--- config.mk ---
export PLATFORM = sky130hd
export DESIGN_NAME = cps_front
export DESIGN_NICKNAME = d
export VERILOG_FILES = /design/src/hdl/circle_pair_separation_unit_macros.svh /design/src/hdl/cps_pkg.sv /design/src/hdl/cps_front.sv
export SDC_FILE = /design/constraint.sdc
export NUM_CORES = 2
export LEC_CHECK = 0
export ABC_AREA = 1
export BUFFER_PORTS_ARGS = -buffer_cell sky130_fd_sc_hd__buf_4
export CAP_MARGIN = 30
export CORE_MARGIN = 4
export CORE_UTILIZATION = 50
export CTS_CLUSTER_SIZE = 20
export DETAILED_ROUTE_END_ITERATION = 16
export GPL_TIMING_DRIVEN = 0
export PLACE_DENSITY = 0.69
export SYNTH_ARGS = -nofsm -noshare
export SYNTH_HDL_FRONTEND = slang
export SYNTH_SLANG_ARGS = --single-unit
--- constraint.sdc ---
create_clock -name clk -period 21 [get_ports clk]
set_clock_uncertainty 0.2 [all_clocks]
set_input_delay 4.2 -clock clk [delete_from_list [all_inputs] [get_ports clk]]
set_output_delay 4.2 -clock clk [all_outputs]
set_load 0.03 [all_outputs]
--- src/hdl/circle_pair_separation_unit_macros.svh ---
// Assertion macros for the circle pair separation unit.
`ifndef CIRCLE_PAIR_SEPARATION_UNIT_MACROS_SVH
`define CIRCLE_PAIR_SEPARATION_UNIT_MACROS_SVH
`ifndef SYNTHESIS
`define CPS_ASSERT_IMP(lbl, clk, rst_n, ante, cons) \
  lbl: assert property (@(posedge clk) disable iff (!rst_n) (ante) |-> (cons)) \
    else $error("assertion failed");
`define CPS_ASSERT_NEXT(lbl, clk, rst_n, ante, cons) \
  lbl: assert property (@(posedge clk) disable iff (!rst_n) (ante) |=> (cons)) \
    else $error("assertion failed");
`else
`define CPS_ASSERT_IMP(lbl, clk, rst_n, ante, cons)
`define CPS_ASSERT_NEXT(lbl, clk, rst_n, ante, cons)
`endif
`endif

--- src/hdl/cps_pkg.sv ---
// Shared widths, beat types and helpers of the circle pair separation unit.
`default_nettype none
package cps_pkg;
  localparam int COORD_W  = 24;
  localparam int SIZE_W   = 16;
  localparam int LEN_FRAC = 8;
  localparam int DIFF_W   = COORD_W + 3;           // doubled center difference
  localparam int SUM_W    = SIZE_W + 1;            // sum of diameters
  localparam int SQ_W     = 2 * DIFF_W - 2;        // square of a difference
  localparam int D2_W     = SQ_W + 1;
  localparam int S2_W     = 2 * SUM_W;
  localparam int SMALL_W  = SUM_W + 1;             // difference when overlapped
  localparam int X_W      = S2_W + 2 * LEN_FRAC;   // radicand
  localparam int ROOT_W   = X_W / 2;
  localparam int REM_W    = X_W + 1;
  localparam int SPAN_W   = SUM_W + LEN_FRAC;
  localparam int MAG_W    = SMALL_W - 1 + SPAN_W;
  localparam int DVD_W    = MAG_W + 1;
  localparam int DEN_W    = ROOT_W + 2;
  localparam int Q_W      = 18;
  localparam int REMD_W   = DEN_W + Q_W;
  localparam int SHIFT_W  = Q_W + 1;
  localparam int WIDE_W   = COORD_W + 2;

  typedef struct packed {
    logic signed [COORD_W-1:0] first_left;
    logic signed [COORD_W-1:0] first_top;
    logic        [SIZE_W-1:0]  first_size;
    logic signed [COORD_W-1:0] second_left;
    logic signed [COORD_W-1:0] second_top;
    logic        [SIZE_W-1:0]  second_size;
  } in_beat_t;

  typedef struct packed {
    logic signed [COORD_W-1:0] first_new_left;
    logic signed [COORD_W-1:0] first_new_top;
    logic signed [COORD_W-1:0] second_new_left;
    logic signed [COORD_W-1:0] second_new_top;
    logic                      overlapped;
  } out_beat_t;

  typedef struct packed {
    logic [COORD_W-1:0]       al;
    logic [COORD_W-1:0]       at;
    logic [COORD_W-1:0]       bl;
    logic [COORD_W-1:0]       bt;
    logic                     ov;
    logic                     act;
    logic signed [SMALL_W-1:0] dx;
    logic signed [SMALL_W-1:0] dy;
    logic [SUM_W-1:0]         s;
  } sq_side_t;

  typedef struct packed {
    logic [COORD_W-1:0] al;
    logic [COORD_W-1:0] at;
    logic [COORD_W-1:0] bl;
    logic [COORD_W-1:0] bt;
    logic               ov;
    logic               act;
    logic               neg_x;
    logic               neg_y;
  } dv_side_t;

  localparam logic signed [WIDE_W-1:0] COORD_MAX_W = WIDE_W'((1 << (COORD_W - 1)) - 1);
  localparam logic signed [WIDE_W-1:0] COORD_MIN_W = -WIDE_W'(1 << (COORD_W - 1));

  // Corner moved by a signed shift, clamped to the coordinate range.
  function automatic logic [COORD_W-1:0] move_sat(input logic [COORD_W-1:0] c,
                                                  input logic signed [SHIFT_W-1:0] sh,
                                                  input logic add);
    logic signed [WIDE_W-1:0] cw;
    logic signed [WIDE_W-1:0] sw;
    logic signed [WIDE_W-1:0] r;
    cw = $signed({{(WIDE_W-COORD_W){c[COORD_W-1]}}, c});
    sw = $signed({{(WIDE_W-SHIFT_W){sh[SHIFT_W-1]}}, sh});
    r  = add ? (cw + sw) : (cw - sw);
    if (r > COORD_MAX_W) begin
      move_sat = COORD_MAX_W[COORD_W-1:0];
    end else if (r < COORD_MIN_W) begin
      move_sat = COORD_MIN_W[COORD_W-1:0];
    end else begin
      move_sat = r[COORD_W-1:0];
    end
  endfunction
endpackage
`default_nettype wire

--- src/hdl/cps_front.sv ---
// Front stages: center differences, squares and the overlap test.
`default_nettype none
module cps_front (
  input  wire logic                        clk,
  input  wire logic                        rst_n,
  input  wire logic                        en,
  input  wire logic                        v_in,
  input  wire cps_pkg::in_beat_t           beat_in,
  output logic                             v_out,
  output logic [cps_pkg::X_W-1:0]          x_out,
  output cps_pkg::sq_side_t                side_out
);
  localparam int CW = cps_pkg::COORD_W;
  localparam int DW = cps_pkg::DIFF_W;

  logic signed [DW-1:0] hx, hy, ds, dx1_nxt, dy1_nxt;
  logic [cps_pkg::SUM_W-1:0] s1_nxt;
  logic v1_r;
  logic signed [DW-1:0] dx1_r, dy1_r;
  logic [cps_pkg::SUM_W-1:0] s1_r;
  cps_pkg::in_beat_t beat1_r;

  logic signed [2*DW-1:0] pxx, pyy;
  logic v2_r;
  logic [cps_pkg::SQ_W-1:0] dxx2_r, dyy2_r;
  logic [cps_pkg::S2_W-1:0] ss2_r;
  logic signed [cps_pkg::SMALL_W-1:0] dx2_r, dy2_r;
  logic [cps_pkg::SUM_W-1:0] s2_r;
  cps_pkg::in_beat_t beat2_r;

  logic [cps_pkg::D2_W-1:0] d2;
  logic ov3;
  logic v3_r;
  logic [cps_pkg::X_W-1:0] x3_r;
  cps_pkg::sq_side_t side3_r;

  // centers kept doubled: 2*left + size
  always_comb begin
    hx = $signed({{(DW-CW){beat_in.second_left[CW-1]}}, beat_in.second_left})
       - $signed({{(DW-CW){beat_in.first_left[CW-1]}}, beat_in.first_left});
    hy = $signed({{(DW-CW){beat_in.second_top[CW-1]}}, beat_in.second_top})
       - $signed({{(DW-CW){beat_in.first_top[CW-1]}}, beat_in.first_top});
    ds = $signed({{(DW-cps_pkg::SIZE_W){1'b0}}, beat_in.second_size})
       - $signed({{(DW-cps_pkg::SIZE_W){1'b0}}, beat_in.first_size});
    dx1_nxt = (hx <<< 1) + ds;
    dy1_nxt = (hy <<< 1) + ds;
    s1_nxt  = {1'b0, beat_in.first_size} + {1'b0, beat_in.second_size};
  end

  always_ff @(posedge clk) begin
    if (!rst_n) begin
      v1_r <= 1'b0;
      v2_r <= 1'b0;
      v3_r <= 1'b0;
    end else if (en) begin
      v1_r <= v_in;
      v2_r <= v1_r;
      v3_r <= v2_r;
    end
  end

  always_comb begin
    pxx = dx1_r * dx1_r;
    pyy = dy1_r * dy1_r;
  end

  always_comb begin
    d2  = {1'b0, dxx2_r} + {1'b0, dyy2_r};
    ov3 = d2 < {{(cps_pkg::D2_W-cps_pkg::S2_W){1'b0}}, ss2_r};
  end

  always_ff @(posedge clk) begin
    if (en) begin
      dx1_r   <= dx1_nxt;
      dy1_r   <= dy1_nxt;
      s1_r    <= s1_nxt;
      beat1_r <= beat_in;

      dxx2_r  <= pxx[cps_pkg::SQ_W-1:0];
      dyy2_r  <= pyy[cps_pkg::SQ_W-1:0];
      ss2_r   <= s1_r * s1_r;
      dx2_r   <= dx1_r[cps_pkg::SMALL_W-1:0];
      dy2_r   <= dy1_r[cps_pkg::SMALL_W-1:0];
      s2_r    <= s1_r;
      beat2_r <= beat1_r;

      // only read when overlapped, where d2 fits the low bits
      x3_r        <= {d2[cps_pkg::S2_W-1:0], {(2*cps_pkg::LEN_FRAC){1'b0}}};
      side3_r.al  <= beat2_r.first_left;
      side3_r.at  <= beat2_r.first_top;
      side3_r.bl  <= beat2_r.second_left;
      side3_r.bt  <= beat2_r.second_top;
      side3_r.ov  <= ov3;
      side3_r.act <= ov3 && (d2 != '0);
      side3_r.dx  <= dx2_r;
      side3_r.dy  <= dy2_r;
      side3_r.s   <= s2_r;
    end
  end

  assign v_out    = v3_r;
  assign x_out    = x3_r;
  assign side_out = side3_r;
endmodule
`default_nettype wire

Word level (Yosys, flattened, before mapping)
Index checks and enable logic that the tools add are counted.
- add/subtract/negate cells: 7
- reduce and logical (&&, ||, !) cells: 2
- $mul: 3
- $lt $le $gt $ge: 1
- operator list (kind ; count):
    27-bit by 27-bit multiplier with 52-bit output ; 2
    26-bit by 17-bit adder with 27-bit output ; 2
    52-bit by 52-bit adder with 53-bit output ; 1
    53-bit by 34-bit < comparator with 1-bit output ; 1
    53-bit nonzero test ; 1
    24-bit by 24-bit subtractor with 25-bit output ; 2
    17-bit by 17-bit multiplier with 34-bit output ; 1
    16-bit by 16-bit adder with 17-bit output ; 1
    16-bit by 16-bit subtractor with 17-bit output ; 1
    1-bit logical AND ; 1
- output and inout bits: 202
- bits in registers: 642
- word-level logic and storage cells: 43
- input port bits: 132

Longest topological paths before layout
- word-level depth: 3
- depth in mapped cells: 30
- depth with buffers taken out: 29

Least setup slack after synthesis
OpenSTA, ideal clock, no wires.
- path kind: input -> register
- start: in beat_in[0] (netlist name)
- end: reg dy1_r[25] (data pin)
- library setup time: 0.258 ns
- stages: 19
- setup slack: 13.006 ns
- arrival time: 7.536 ns
- path buffers: 0
- data required time: 20.542 ns
- cell sequence: inv_1 > ha_1 > inv_1 > fa_1 > nand3_1 > nand2_1 > nand2_1 > nand2_1 > a31oi_1 > ha_1 > a21oi_1 > o221ai_1 > a21oi_1 > o21ai_1 > a21oi_1 > inv_1 > nand2_1 > nand3_1 > xor2_1
- word-level cells in the longest chain between the ends: 2
- RTL lines (element ; line ; text):
    from (decl) ; cps_front.sv:8 ; input wire cps_pkg::in_beat_t beat_in,
    16-bit by 16-bit subtractor with 17-bit output ; cps_front.sv:44 ; - $signed({{(DW-cps_pkg::SIZE_W){1'b0}}, beat_in.first_size});
    26-bit by 17-bit adder with 27-bit output ; cps_front.sv:46 ; dy1_nxt = (hy <<< 1) + ds;
    net dy1_nxt[25] ; cps_front.sv:16 ; logic signed [DW-1:0] hx, hy, ds, dx1_nxt, dy1_nxt;
    to (signal assigned) ; cps_front.sv:75 ; dy1_r <= dy1_nxt;
    to (decl) ; cps_front.sv:19 ; logic signed [DW-1:0] dx1_r, dy1_r;
The timed path passes the listed nets, and every way through them passes these cells.
A chain may end at the register's enable or synchronous reset.

Worst setup path in the final report
- start: reg dx1_r[4]
- end: reg dxx2_r[43] (netlist name) (data pin)
- word-level cells in the longest chain between the ends: 1
- RTL lines (element ; line ; text):
    from (decl) ; cps_front.sv:19 ;
    from (signal assigned) ; cps_front.sv:74 ; dx1_r <= dx1_nxt;
    27-bit by 27-bit multiplier with 52-bit output ; cps_front.sv:63 ; pxx = dx1_r * dx1_r;
    net pxx[43] ; cps_front.sv:23 ; logic signed [2*DW-1:0] pxx, pyy;
    to (signal assigned) ; cps_front.sv:79 ; dxx2_r <= pxx[cps_pkg::SQ_W-1:0];
    to (decl) ; cps_front.sv:25 ; logic [cps_pkg::SQ_W-1:0] dxx2_r, dyy2_r;
The timed path passes the listed nets, and every way through them passes these cells.

==> key figures <==
Run status
  • Status: complete, but fails checks
  • Failing checks: DRC

Die
  • Die area: 0.178 mm^2
  • Die H: between 400 and 500 um
  • Row count: around 150
  • IO Count: 334
  • Die Wd: 422 um
  • Total core area: 0.170 mm^2
  • Starting Density: 0.504

Detailed routing
  • Post-DRT Antenna Nets: 0
  • WL per Instance: 21.5 um
  • DRC: 2
  • First-pass DRT Iterations: 12
  • Final WL: ~250000 um
  • Via count: 61.0k
  • Detailed Route Iter0 Violations: ~5.0k
  • Routed vias/inst: 5.18

Clock network
  • CTS tree: done
  • Worst-path clk slew: around 0.08 ns
  • Post-cts gate resize count: 0
  • Clock buffer count from CTS: 72
  • Post-CTS Setup Repair Bufs: 0
  • Root buf cell: clkbuf_16
  • CTS Hold Buffers Added: 0
  • Clk buf depth: 3
  • Skew-Pair Late Insertion Delay: 0.73 ns
  • # H-tree levels: 3
  • TritonCTS Sinks: roughly 630

Worst setup path
  • CP bufs+invs: 7
  • Cell mode on critical path: fa_1
  • Critical path, cell by cell: clkbuf_1 > buf_1 > nand2_1 > fa_1 > fa_1 > inv_1 > fa_1 > inv_1 > fa_1 > inv_1 > fa_1 > fa_1 > inv_1 > fa_1 > inv_1 > ha_1 > nand4_1 > nor3_1 > nand3_1 > o21ai_1 > a21oi_1 > o21ai_1 > xor2_1
  • CP Max Fanout: 10
  • Worst setup path category: register to register
  • Crit path largest cell delay: 0.75 ns
  • CP required: ~21 ns
  • Flop2flop setup slack: 11.28 ns
  • CP Launch Type: register
  • Critical Path End Type: register
  • CP arrival: 9.94 ns
  • Crit-path slowest cell: clkbuf_1
  • Largest delay share family, worst path: adder cells

Timing
  • Final setup fails: 0
  • Final Max Tran Viols: 0
  • Fin crit share: 0.463
  • Slew @ Worst Pin: 1.12 ns
  • Slew Limit Headroom: 0.251
  • Max Clock Freq: 103 MHz
  • Min cycle time layout: 9.72 ns
  • Setup_tns: 0 ns
  • Final hold violation count: 0
  • RSZ-0062 raised after global routing: false

Global route
  • Met3 GRT Util: 0.0724
  • Vias in the first global route: around 67k
  • Initial antenna violation count: 7
  • Total track usage: 0.290
  • Overflow after GRT: 0
  • First-pass GRT wire length: between 300000 and 400000 um
  • GRT busiest layer: met2
  • Met1 usage: 0.385
  • Met2 Resource Use GR: 0.454
  • Largest net degree at the start of global routing: roughly 130

Placed design
  • Port buffer count: 316
  • GP Congestion: 0.985
  • Final HPWL DP: 214000 um
  • Placed Area: slightly above 0.09 mm^2

Worst hold path
  • Worst Hold Class: register to register

Cells and area
  • Fin nets: ~12k
  • Filler Cell Count: between 15k and 20k
  • Layout cell share with drive strength beyond 1: 0.0589
  • Commonest non-fill, non-tap cell in the layout: inv_1
  • Most frequent cells in the layout: 2856 x inv_1, 1565 x fa_1, 1464 x nand2_1
  • Syn-to-layout area delta: 9.38%
  • Final Cell Area: approximately 0.094 mm^2

Yosys
  • Synth area leader: fa_1
  • Area share of the largest cell type after synthesis: 0.366
  • Avg Cell Area, Syn: approximately 9.4 um^2
  • Ys flop type: edfxtp_1
  • Register area share after synthesis: 0.220
  • Synth cell types: 55
  • Warnings from Yosys: 0
  • Synthesized flop and latch total: 628
  • Cell count after synthesis: 9079
  • Post-synth ARST share: 0
  • Syn Std Cell Area: 0.0856 mm^2
  • Post-synth EDFFs: 625
  • Synth area leaders: fa_1 37%, edfxtp_1 22%, inv_1 13%

Run
  • Max Cap Viol: 0
==> area by class of cell <==
type                            instances  area [um^2]  share of cell area
Buffer                                226          927             0.00991
Inverter                             2862        10700               0.115
Tap cell                             2218         2780              0.0297
Sequential cell                       628        18800               0.201
Timing Repair Buffer                  340         2770              0.0296
Antenna cell                            2         5.00           0.0000535
Clock buffer                           82         1860              0.0199
Clock inverter                         44          543             0.00580
Multi-Input combinational cell       5379        55100               0.589
==> sequential cells by signal, summed over array words and instances, names as in the netlist <==
name,cells
dy2_r,17
dx1_r,27
v1_r,1
ss2_r,32
dxx2_r,51
v2_r,1
side_out,149
s2_r,16
beat2_r,96
s1_r,16
v_out,1
beat1_r,96
dy1_r,26
x_out,32
dyy2_r,50
dx2_r,17
==> per-stage QoR <==
step	setup WS, ns	std cells	hold WS [ns]	util
2_1_floorplan	13.01	9095	0.200	-
3_3_place_gp	10.03	11600	0.200	0.535
3_5_place_dp	11.72	11600	0.205	0.537
4_1_cts	11.72	11800	0.204	0.551
5_1_grt	11.13	11800	0.217	0.552
6_report	11.28	11800	0.194	0.552
==> synthesized netlist by cell type (all sizes together) (16+ instances only) <==
cell type and count:
ha 660, a21o 16, o21ai 190, fa 1565, xnor2 124, nor2 322, buf 54, a21boi 22
nand4 48, xor2 193, clkbuf 172, a21oi 376, o21a 21, nand2 1481, nor3 50, nand3 132
edfxtp 625, inv 2861, or2 16, a31oi 37, o21bai 28
==> kinds of logic (layout without fill, tap and decap cells) <==
kind of cell,Yosys count,count (layout),share of synthesized area
xor gates and xnor gates,317,317,0.0325
and+or+nand+nor,2072,2072,0.0977
AOI/OAI and AO/OA,748,748,0.0505
adders and majority gates,2225,2225,0.463
DFF,628,628,0.220
buffers and inverters,3088,3554,0.136
other,1,19,0.0000438
==> path summary, 6_finish.rpt <==
path / startpoint / to / cells after the start
worst min-delay path: dy2_r[1] / side_out[18] / 0
worst min register to register: dy2_r[1] / side_out[18] / 0
worst max-delay path: dx1_r[4] / dxx2_r[43] / 23
worst max register to register: dx1_r[4] / dxx2_r[43] / 23
==> layer usage <==
metal  up-vias  share of wire
li1      27700              -
met1     30400           0.41
met2      2369           0.45
met3       506          0.093
met4         2          0.052
met5         -       0.000051
Power is left out: the tool's default activity adds up to more than one toggle a clock period on the data nets, which glitch-free logic cannot reach.
